==> src/hw/rtl/icfb_pkg.sv <==
// Shared types, codes and the CRC_A byte step for the ISO 14443A frame builder.
// Depends on nothing; every other file of the block imports it.
package icfb_pkg;

   // Command codes of the input word.
   localparam logic [2:0] CMD_REQUEST   = 3'd0;
   localparam logic [2:0] CMD_ANTICOLL  = 3'd1;
   localparam logic [2:0] CMD_SELECT    = 3'd2;
   localparam logic [2:0] CMD_READ      = 3'd3;
   localparam logic [2:0] CMD_WRITE_HDR = 3'd4;
   localparam logic [2:0] CMD_WRITE_DAT = 3'd5;
   localparam logic [2:0] CMD_HALT      = 3'd6;

   // Frame bytes.
   localparam logic [7:0] OP_SELECT_CL1 = 8'h93;
   localparam logic [7:0] NVB_ANTICOLL  = 8'h20;
   localparam logic [7:0] NVB_SELECT    = 8'h70;
   localparam logic [7:0] OP_READ       = 8'h30;
   localparam logic [7:0] OP_WRITE      = 8'hA0;
   localparam logic [7:0] OP_HALT       = 8'h50;
   localparam logic [7:0] HALT_PAD      = 8'h00;

   localparam logic [2:0] TX_BITS_SHORT = 3'd7;
   localparam logic [2:0] TX_BITS_FULL  = 3'd0;

   localparam logic [15:0] CRC_A_INIT = 16'h6363;
   localparam logic [15:0] CRC_A_POLY = 16'h8408;

   localparam int unsigned MAX_BODY_BYTES = 7;

   // One classified command as the back end consumes it.
   typedef struct packed {
      logic [MAX_BODY_BYTES-1:0][7:0] byte_list;
      logic [2:0]                     byte_count;
      logic                           append_crc;
      logic                           use_stream;
      logic                           short_frame;
   } icfb_job_type;

   // Folds one byte into a reflected CRC-16 (poly 0x8408).
   function automatic logic [15:0] crc_a_byte(input logic [15:0] crc, input logic [7:0] b);
      logic [15:0] c;
      c = crc ^ {8'h00, b};
      for (int k = 0; k < 8; k++) begin
         if (c[0]) begin
            c = (c >> 1) ^ CRC_A_POLY;
         end else begin
            c = c >> 1;
         end
      end
      return c;
   endfunction

endpackage

==> src/hw/rtl/iso14443a_command_frame_builder_top.sv <==
// Top level of the ISO 14443A reader frame builder with CRC_A.
// Depends on icfb_pkg, icfb_front, icfb_queue and icfb_back.
//
//   channel | direction | handshake           | payload
//   req_    | in        | req_valid/req_stall | command, data_byte, block_address, uid, last_data
//   rsp_    | out       | rsp_valid/rsp_stall | frame_byte, tx_bits, last
//
// A command's frame has 1 to 9 bytes; the unused command code yields no byte.
// The back end emits one byte per cycle while a job waits and the output is not stalled.
// The front end keeps accepting words while the queue of QUEUE_DEPTH jobs has room.
// Reset is synchronous and active high; it empties the queue and sets CRC to 0x6363.
// rsp_stall holds the output register and, once the queue fills, raises req_stall.
module iso14443a_command_frame_builder_top #(
   parameter int QUEUE_DEPTH = 2
) (
   input  logic        clock,
   input  logic        reset,
   input  logic        req_valid,
   output logic        req_stall,
   input  logic [2:0]  req_command,
   input  logic [7:0]  req_data_byte,
   input  logic [7:0]  req_block_address,
   input  logic [31:0] req_uid,
   input  logic        req_last_data,
   output logic        rsp_valid,
   input  logic        rsp_stall,
   output logic [7:0]  rsp_frame_byte,
   output logic [2:0]  rsp_tx_bits,
   output logic        rsp_last
);
   import icfb_pkg::*;

   logic         push, pop, queue_full, queue_empty;
   icfb_job_type push_job, head_job;

   icfb_front u_front (
      .req_valid         (req_valid),
      .req_stall         (req_stall),
      .req_command       (req_command),
      .req_data_byte     (req_data_byte),
      .req_block_address (req_block_address),
      .req_uid           (req_uid),
      .req_last_data     (req_last_data),
      .queue_full        (queue_full),
      .push              (push),
      .push_job          (push_job)
   );

   icfb_queue #(
      .DEPTH (QUEUE_DEPTH)
   ) u_queue (
      .clock    (clock),
      .reset    (reset),
      .push     (push),
      .push_job (push_job),
      .pop      (pop),
      .full     (queue_full),
      .empty    (queue_empty),
      .head_job (head_job)
   );

   icfb_back u_back (
      .clock          (clock),
      .reset          (reset),
      .job_valid      (!queue_empty),
      .job            (head_job),
      .pop            (pop),
      .rsp_valid      (rsp_valid),
      .rsp_stall      (rsp_stall),
      .rsp_frame_byte (rsp_frame_byte),
      .rsp_tx_bits    (rsp_tx_bits),
      .rsp_last       (rsp_last)
   );

endmodule

==> src/hw/rtl/icfb_front.sv <==
// Front end: accepts command words and turns each into a frame job.
// Depends on icfb_pkg; feeds icfb_queue.
module icfb_front (
   input  logic              req_valid,
   output logic              req_stall,
   input  logic [2:0]        req_command,
   input  logic [7:0]        req_data_byte,
   input  logic [7:0]        req_block_address,
   input  logic [31:0]       req_uid,
   input  logic              req_last_data,
   input  logic              queue_full,
   output logic              push,
   output icfb_pkg::icfb_job_type push_job
);
   import icfb_pkg::*;

   logic [7:0] bcc;

   assign req_stall = queue_full;
   assign push      = req_valid && !queue_full;
   assign bcc       = req_uid[7:0] ^ req_uid[15:8] ^ req_uid[23:16] ^ req_uid[31:24];

   always_comb begin
      push_job = '0;
      unique case (req_command)
         CMD_REQUEST: begin
            push_job.byte_list[0] = {1'b0, req_data_byte[6:0]};
            push_job.byte_count   = 3'd1;
            push_job.short_frame  = 1'b1;
         end
         CMD_ANTICOLL: begin
            push_job.byte_list[0] = OP_SELECT_CL1;
            push_job.byte_list[1] = NVB_ANTICOLL;
            push_job.byte_count   = 3'd2;
         end
         CMD_SELECT: begin
            push_job.byte_list[0] = OP_SELECT_CL1;
            push_job.byte_list[1] = NVB_SELECT;
            push_job.byte_list[2] = req_uid[7:0];
            push_job.byte_list[3] = req_uid[15:8];
            push_job.byte_list[4] = req_uid[23:16];
            push_job.byte_list[5] = req_uid[31:24];
            push_job.byte_list[6] = bcc;
            push_job.byte_count   = 3'd7;
            push_job.append_crc   = 1'b1;
         end
         CMD_READ: begin
            push_job.byte_list[0] = OP_READ;
            push_job.byte_list[1] = req_block_address;
            push_job.byte_count   = 3'd2;
            push_job.append_crc   = 1'b1;
         end
         CMD_WRITE_HDR: begin
            push_job.byte_list[0] = OP_WRITE;
            push_job.byte_list[1] = req_block_address;
            push_job.byte_count   = 3'd2;
            push_job.append_crc   = 1'b1;
         end
         CMD_WRITE_DAT: begin
            push_job.byte_list[0] = req_data_byte;
            push_job.byte_count   = 3'd1;
            push_job.use_stream   = 1'b1;
            push_job.append_crc   = req_last_data;
         end
         CMD_HALT: begin
            push_job.byte_list[0] = OP_HALT;
            push_job.byte_list[1] = HALT_PAD;
            push_job.byte_count   = 3'd2;
            push_job.append_crc   = 1'b1;
         end
         default: begin
            // The unused code only clears the running CRC: an empty job.
            push_job.byte_count = 3'd0;
         end
      endcase
   end

endmodule

==> src/hw/rtl/icfb_queue.sv <==
// Short job queue between the front and back ends.
// Depends on icfb_pkg for the job type.
module icfb_queue #(
   parameter int DEPTH = 2
) (
   input  logic                   clock,
   input  logic                   reset,
   input  logic                   push,
   input  icfb_pkg::icfb_job_type push_job,
   input  logic                   pop,
   output logic                   full,
   output logic                   empty,
   output icfb_pkg::icfb_job_type head_job
);
   import icfb_pkg::*;

   localparam int PTR_W = (DEPTH > 1) ? $clog2(DEPTH) : 1;
   localparam int CNT_W = $clog2(DEPTH + 1);

   icfb_job_type entry_ff [DEPTH];
   logic [PTR_W-1:0] wr_ptr_ff, wr_ptr_in;
   logic [PTR_W-1:0] rd_ptr_ff, rd_ptr_in;
   logic [CNT_W-1:0] count_ff, count_in;

   assign full     = (count_ff == CNT_W'(DEPTH));
   assign empty    = (count_ff == '0);
   assign head_job = entry_ff[rd_ptr_ff];

   always_comb begin
      wr_ptr_in = wr_ptr_ff;
      rd_ptr_in = rd_ptr_ff;
      count_in  = count_ff;
      if (push) begin
         wr_ptr_in = (wr_ptr_ff == PTR_W'(DEPTH - 1)) ? '0 : wr_ptr_ff + 1'b1;
      end
      if (pop) begin
         rd_ptr_in = (rd_ptr_ff == PTR_W'(DEPTH - 1)) ? '0 : rd_ptr_ff + 1'b1;
      end
      if (push && !pop) begin
         count_in = count_ff + 1'b1;
      end else if (pop && !push) begin
         count_in = count_ff - 1'b1;
      end
   end

   always_ff @(posedge clock) begin
      if (reset) begin
         wr_ptr_ff <= '0;
         rd_ptr_ff <= '0;
         count_ff  <= '0;
      end else begin
         wr_ptr_ff <= wr_ptr_in;
         rd_ptr_ff <= rd_ptr_in;
         count_ff  <= count_in;
      end
   end

   always_ff @(posedge clock) begin
      if (push) begin
         entry_ff[wr_ptr_ff] <= push_job;
      end
   end

   a_no_overflow: assert property (@(posedge clock) disable iff (reset)
      full |-> !push) else $error("job queue written while full");
   a_no_underflow: assert property (@(posedge clock) disable iff (reset)
      empty |-> !pop) else $error("job queue read while empty");

endmodule

==> src/hw/rtl/icfb_back.sv <==
// Back end: walks the head job one frame byte per cycle unless the output stalls, keeps
// CRC_A and drives the registered result port. Depends on icfb_pkg.
module icfb_back (
   input  logic                   clock,
   input  logic                   reset,
   input  logic                   job_valid,
   input  icfb_pkg::icfb_job_type job,
   output logic                   pop,
   output logic                   rsp_valid,
   input  logic                   rsp_stall,
   output logic [7:0]             rsp_frame_byte,
   output logic [2:0]             rsp_tx_bits,
   output logic                   rsp_last
);
   import icfb_pkg::*;

   logic [3:0]  pos_ff, pos_in;
   logic [15:0] crc_ff, crc_in;
   logic        rsp_valid_ff, rsp_valid_in;
   logic [7:0]  rsp_byte_ff, rsp_byte_in;
   logic [2:0]  rsp_bits_ff, rsp_bits_in;
   logic        rsp_last_ff, rsp_last_in;

   logic [3:0]  total;
   logic        out_free, step, zero_job, emit, final_step, is_body, fold;
   logic [15:0] cur_crc;
   logic [7:0]  body_byte, out_byte;

   assign total      = {1'b0, job.byte_count} + (job.append_crc ? 4'd2 : 4'd0);
   assign out_free   = !rsp_valid_ff || !rsp_stall;
   assign step       = job_valid && out_free;
   assign zero_job   = (total == 4'd0);
   assign emit       = step && !zero_job;
   assign final_step = step && (zero_job || (pos_ff == total - 4'd1));
   assign pop        = final_step;
   assign is_body    = (pos_ff < {1'b0, job.byte_count});
   assign fold       = job.append_crc || job.use_stream;
   // A fixed frame starts from the initial value; a payload stream carries on.
   assign cur_crc    = (pos_ff == 4'd0 && !job.use_stream) ? CRC_A_INIT : crc_ff;
   assign body_byte  = job.byte_list[pos_ff[2:0]];

   always_comb begin
      if (is_body) begin
         out_byte = body_byte;
      end else if (pos_ff == {1'b0, job.byte_count}) begin
         out_byte = cur_crc[7:0];
      end else begin
         out_byte = cur_crc[15:8];
      end
   end

   always_comb begin
      pos_in       = pos_ff;
      crc_in       = crc_ff;
      rsp_valid_in = rsp_valid_ff;
      rsp_byte_in  = rsp_byte_ff;
      rsp_bits_in  = rsp_bits_ff;
      rsp_last_in  = rsp_last_ff;
      if (out_free) begin
         rsp_valid_in = emit;
      end
      if (emit) begin
         rsp_byte_in = out_byte;
         rsp_bits_in = job.short_frame ? TX_BITS_SHORT : TX_BITS_FULL;
         // An unfinished payload word ends nothing.
         rsp_last_in = final_step && !(job.use_stream && !job.append_crc);
      end
      if (step) begin
         pos_in = final_step ? 4'd0 : pos_ff + 4'd1;
         if (final_step && (job.append_crc || !job.use_stream)) begin
            crc_in = CRC_A_INIT;
         end else if (emit && is_body && fold) begin
            crc_in = crc_a_byte(cur_crc, body_byte);
         end
      end
   end

   always_ff @(posedge clock) begin
      if (reset) begin
         pos_ff       <= 4'd0;
         crc_ff       <= CRC_A_INIT;
         rsp_valid_ff <= 1'b0;
      end else begin
         pos_ff       <= pos_in;
         crc_ff       <= crc_in;
         rsp_valid_ff <= rsp_valid_in;
      end
   end

   always_ff @(posedge clock) begin
      rsp_byte_ff <= rsp_byte_in;
      rsp_bits_ff <= rsp_bits_in;
      rsp_last_ff <= rsp_last_in;
   end

   assign rsp_valid      = rsp_valid_ff;
   assign rsp_frame_byte = rsp_byte_ff;
   assign rsp_tx_bits    = rsp_bits_ff;
   assign rsp_last       = rsp_last_ff;

   a_pos_in_job: assert property (@(posedge clock) disable iff (reset)
      (job_valid && !zero_job) |-> (pos_ff < total))
      else $error("byte position ran past the end of the job");
   a_crc_cleared_after_frame: assert property (@(posedge clock) disable iff (reset)
      (emit && rsp_last_in) |=> (crc_ff == CRC_A_INIT))
      else $error("CRC not returned to its initial value after a frame");
   a_pos_idle_zero: assert property (@(posedge clock) disable iff (reset)
      !job_valid |-> (pos_ff == 4'd0))
      else $error("byte position left nonzero with no job");

endmodule

==> config.mk <==
export PLATFORM = sky130hd
export DESIGN_NAME = iso14443a_command_frame_builder_top
export DESIGN_NICKNAME = d
export VERILOG_FILES = /design/src/hw/rtl/icfb_pkg.sv /design/src/hw/rtl/iso14443a_command_frame_builder_top.sv /design/src/hw/rtl/icfb_front.sv /design/src/hw/rtl/icfb_queue.sv /design/src/hw/rtl/icfb_back.sv
export SDC_FILE = /design/constraint.sdc
export NUM_CORES = 1
export LEC_CHECK = 0
export BUFFER_PORTS_ARGS = -buffer_cell sky130_fd_sc_hd__buf_4
export CAP_MARGIN = 20
export CORE_MARGIN = 2
export CORE_UTILIZATION = 47
export DETAILED_ROUTE_END_ITERATION = 7
export PLACE_DENSITY_LB_ADDON = 0.08
export SLEW_MARGIN = 20
export SYNTH_ARGS = -nofsm -noshare
export SYNTH_HDL_FRONTEND = slang
export SYNTH_SLANG_ARGS = --single-unit
==> constraint.sdc <==
create_clock -name clock -period 4.1 [get_ports clock]
set_input_delay 0.82 -clock clock [delete_from_list [all_inputs] [get_ports clock]]
set_output_delay 0.82 -clock clock [all_outputs]
set_load 0.01 [all_outputs]
== Yosys cells after proc, flatten, opt, wreduce, memory -nomap -nowiden ==
Memories as Yosys holds them, arrays and structs flattened. A register that Yosys moved wholly into a read port is not among the register bits.
Index checks and enable logic that the tools add are counted.
Word-level totals
  memories: 1
  output and inout port bits: 14
  input port bits: 56
  flip-flop bits (word level): 37
  RAM bits: 124
Cells by class
  equality and inequality tests: 9
  $lt $le $gt $ge: 2
  bitwise gates (word level): 12
  muxes and demuxes: 54
  reductions and logical operators: 38
  add/sub/neg operators: 7
Memories
  u_queue.entry_ff: words 2, bits a word 62, read ports 1, clocked after memory_dff 1, wr ports 1, RTL line icfb_queue.sv:20  | icfb_job_type entry_ff [DEPTH];
Operator list (count)
  16-bit two-way mux: 32
  8-bit one-hot mux with 6 select lines: 1
  40-bit two-way mux: 1
  8-bit binary-select mux with 3-bit select: 1
  8-bit two-way mux: 3
  2-bit NOT with 3-bit output: 8
  8-bit one-hot mux with 3 select lines: 1
  8-bit bitwise XOR: 3
  16-bit by 8-bit bitwise XOR with 16-bit output: 1
  1-bit logical AND: 12
  1-bit logical NOT: 10
  3-bit == test, second input constant: 3
  3-bit one-hot mux with 3 select lines: 1
  4-bit logical NOT: 2
  1-bit two-way mux: 8
  4-bit OR reduction: 2
  3-bit by 2-bit == test with 1-bit output, second input constant: 2
  2-bit two-way mux: 3
  2-bit OR reduction: 3
  3-bit by 4-bit adder with 4-bit output: 1
  4-bit by 1-bit adder with 4-bit output, second input constant: 1
  4-bit by 3-bit == test with 1-bit output: 1
  4-bit == test: 1
  1-bit logical OR: 4
  other kinds (15): 17

== Longest topological paths before layout ==
  word-level depth: 44
  gate-level depth with buffers: 18

== Modules after synthesis ==
Synthesis repeated with hierarchy kept, for this count alone.
Second synthesis, totals
  cells, all modules: 653
  area total of the unflattened synthesis: 8201.6 um^2
By module, submodules not included
  icfb_queue: cells each 215, area each 4702.0 um^2, instances 1
  icfb_back: cells each 306, area each 2623.8 um^2, instances 1
  icfb_front: cells each 131, area each 872.1 um^2, instances 1
  iso14443a_command_frame_builder_top: cells each 1, area each 3.8 um^2, instances 1

== Worst setup path before layout ==
No wires, ideal clock.
  kind: input-to-reg
  start point: in req_valid
  end point: mem u_queue.entry_ff[0][0] (netlist name), enable pin
  stages: 2
  setup slack: 118 ps
  buffers on the path: 0
  arrival time: 3500 ps
  required time: 3618 ps
  path through: nand2_1 > nor2_1
Between the ends
  cells in the longest elaborated chain, start to end: 3
RTL lines
  start, declared: RTL line iso14443a_command_frame_builder_top.sv:18  | input logic req_valid,
  1-bit logical AND: RTL line icfb_front.sv:20  | assign push = req_valid && !queue_full;
  1-bit two-way mux: RTL line icfb_queue.sv:59  | if (push) begin
  1-bit two-way mux (implied by the code): RTL line icfb_queue.sv:60  | entry_ff[wr_ptr_ff] <= push_job;
  end, declared: RTL line icfb_queue.sv:20
Every way passes these cells.

==> metrics.yaml <==
place_inst: 890
start_kind: "flop"
core_area_mm2: 0.0165
firstDrtPassIters: 5
gp_congestion: 0.842
crit_required_ps: 4460
synth.net_count: 691
syn_avg_cell_area_um2: 12.7
num_rows: 47
postLayoutCoreUtil_pct: 56.1
clk_path_buf_depth: 2
post-place-ws_ps: 679
syn_area_mm2: 0.00792
whs_ps: 469
cts_max_level: 4
r2r_slack_ps: 680
yosysWarnings: 0
setup_ws_ps: 682
die_w_um: 134
ys_ff_latch: 160
num-nets-final: 756
power_leakage_nw: 3.54
io_buffers: 69
pwr-share-clk_pct: 24.9
clockRootBuffer: "clkbuf_16"
dp_hpwl_um: 12000
grt_pass1_vias: 5185
cp_max_fo: 7
globalRouteTotalUtil_pct: 20.7
stdcell_area_mm2: 0.00928
post-route-min-period_ps: 3420
routed_via_density: 5.68
async_reset_ff_share_pct: 0
ioPinCount: 70
clk_pin_slew_worst_paths_ps: 60
max_cap_viol_count: 0
wl_um: 17500
cp-end-kind: "flop"
grt_pass1_wl_um: 28000
avgRoutedWirePerCell_um: 19.0
synth_cell_types: 64
final-hold-violation-count: 0
antenna_found_initial: 0
hold_buffers: 0
cts_setup_buffers: 0
instances_no_fill: 921
p_total_mw: 6.98
powerDensity_mw_per_mm2: 752
clkLatencyLatePin_ps: 430
vdd_drop_max_v: 0.000356
cts.sink_count: 160
slew_headroom_pct: 43.1
sequentialPowerShare_pct: 34.5
synthFlopType: "edfxtp_1"
p_sw_mw: 2.47
slew_viol_final: 0
vias: 5227
tritoncts: "done"
p_sw_share_pct: 35.5
drt-initial-drc-count: 434
area_growth_syn_to_layout_pct: 17.1
worstMarginPinSlew_ps: 854
tns_ps: 0
place_area_mm2: 0.00863
synth_edf_count: 134
cts_resized: 0
min_path_type: "flop to flop"
fin_crit_sh_pct: 83.4
rsz0062_at_grt: "false"
arrival_ps: 3780
ant_nets: 0
internal_power_mw: 4.50
drive_gt1_share_pct: 21.1
status: "finished clean"
crit_type: "flop to flop"
combPwrFrac_pct: 40.6
gr-total-overflow: 0
initial_utilization_pct: 47.9
fmax_ghz: 0.293
die_y_um: 134
diodes: 0
setup-violations-final: 0
syn-instance-count: 624
cts_made_buffers: 17
ys_seq_area_share_pct: 57.4
finClkSkew_ps: 6.24
grt_max_degree: 63
dieArea_mm2: 0.0179
post-route-drc-count: 0
layer usage:
metal / global-route usage (%) / vias up / part of all wire, %
met3: 5.14 / 27 / 5.2
met1: 27.7 / 2563 / 45
met5: 0 / - / 0
li1: - / 2476 / -
met2: 33.1 / 161 / 48
met4: 7.15 / 0 / 2.0
state kept, by name, indices dropped and copies added (netlist names), named ones only:
register,count
u_queue.entry_ff,124
u_back.crc_ff,16
u_back.rsp_frame_byte,8
u_back.pos_ff,4
u_queue.count_ff,2
u_back.rsp_last,1
u_back.rsp_tx_bits,1
u_back.rsp_valid,1
u_queue.rd_ptr_ff,1
u_queue.wr_ptr_ff,1
final timing paths:
kind                    startpoint             endpoint  depth (start not counted)
setup / recovery              flop  u_queue.count_ff[1]                         12
hold / removal    u_back.crc_ff[0]     u_back.crc_ff[0]                          2
setup reg to reg              flop  u_queue.count_ff[1]                         12
hold reg to reg   u_back.crc_ff[0]     u_back.crc_ff[0]                          2
cell families (layout without fill, tap and decap cells):
logic type      count (synthesis)  count (layout)  synth area share (%)
simple gates                  178             178                  11.3
flops                         160             160                  57.4
compound gates                102             102                  8.56
mux                            66              66                  11.0
buf+inv                        56             133                  3.38
xor+xnor                       51              51                  6.62
fa+ha+maj                      11              11                  1.74
synth_stat cells, drive strengths merged (3+ instances only):
master	count	area, µm²
a211oi	6	45.0
a21oi	28	140
a22oi	5	42.5
a31oi	3	18.8
and2	8	50.1
and3	36	225
buf	12	103
clkbuf	24	90.1
dfxtp	26	521
edfxtp	134	4020
ha	11	138
inv	20	75.1
mux2	9	101
mux2i	42	424
mux4	15	345
nand2	39	146
nand2b	4	25.0
nor2	49	184
nor2b	3	18.8
nor3	14	70.1
nor4	4	25.0
o211ai	4	30.0
o21ai	19	95.1
o221ai	3	26.3
o22ai	6	37.5
o31ai	9	67.6
or2	5	31.3
or3	3	18.8
xnor2	34	305
xnor3	4	90.1
xor2	12	105
power groups by stage:
stage | registers, mW | clock network [mW] | logic, mW
2_1_floorplan | 2.41 | 0 | 2.11
3_3_place_gp | 2.43 | 0 | 2.79
3_5_place_dp | 2.44 | 0 | 2.83
4_1_cts | 2.41 | 1.76 | 2.84
5_1_grt | 2.45 | 1.83 | 3.12
6_report | 2.41 | 1.74 | 2.83
cells in the final DEF, fill, tap and decap left out, types with 6 or more instances in the layout:
| master | count |
|---|---|
| buf_4 | 82 |
| a211oi_1 | 6 |
| ha_1 | 11 |
| dfxtp_1 | 25 |
| and2_1 | 8 |
| nor2_1 | 48 |
| inv_1 | 20 |
| nor3_1 | 14 |
| edfxtp_1 | 134 |
| a21oi_1 | 28 |
| mux4_2 | 13 |
| xnor2_1 | 33 |
| mux2i_1 | 41 |
| inv_6 | 6 |
| xor2_1 | 12 |
| mux2_2 | 9 |
| o31ai_1 | 9 |
| clkbuf_16 | 17 |
| o22ai_1 | 6 |
| and3_1 | 35 |
| nand2_1 | 39 |
| o21ai_0 | 16 |
cell type report:
type | count | area [µm²]
Clock buffer | 17 | 425
Clock inverter | 14 | 218
Fill cell | 1413 | 7250
Inverter | 20 | 75.1
Multi-Input combinational cell | 408 | 3120
Sequential cell | 160 | 4550
Tap cell | 220 | 275
Timing Repair Buffer | 82 | 616
critical path, stage by stage (launching register included):
cell and delay, ps:
dfxtp_2 420, mux2_2 390, ha_1 310, inv_1 60
ha_1 200, xor3_1 340, nor3_1 250, a32oi_1 170
nor2_1 300, inv_1 110, ha_1 320, or3_1 350
a21oi_1 140
No activity file was read; power rests on OpenSTA's default activity.
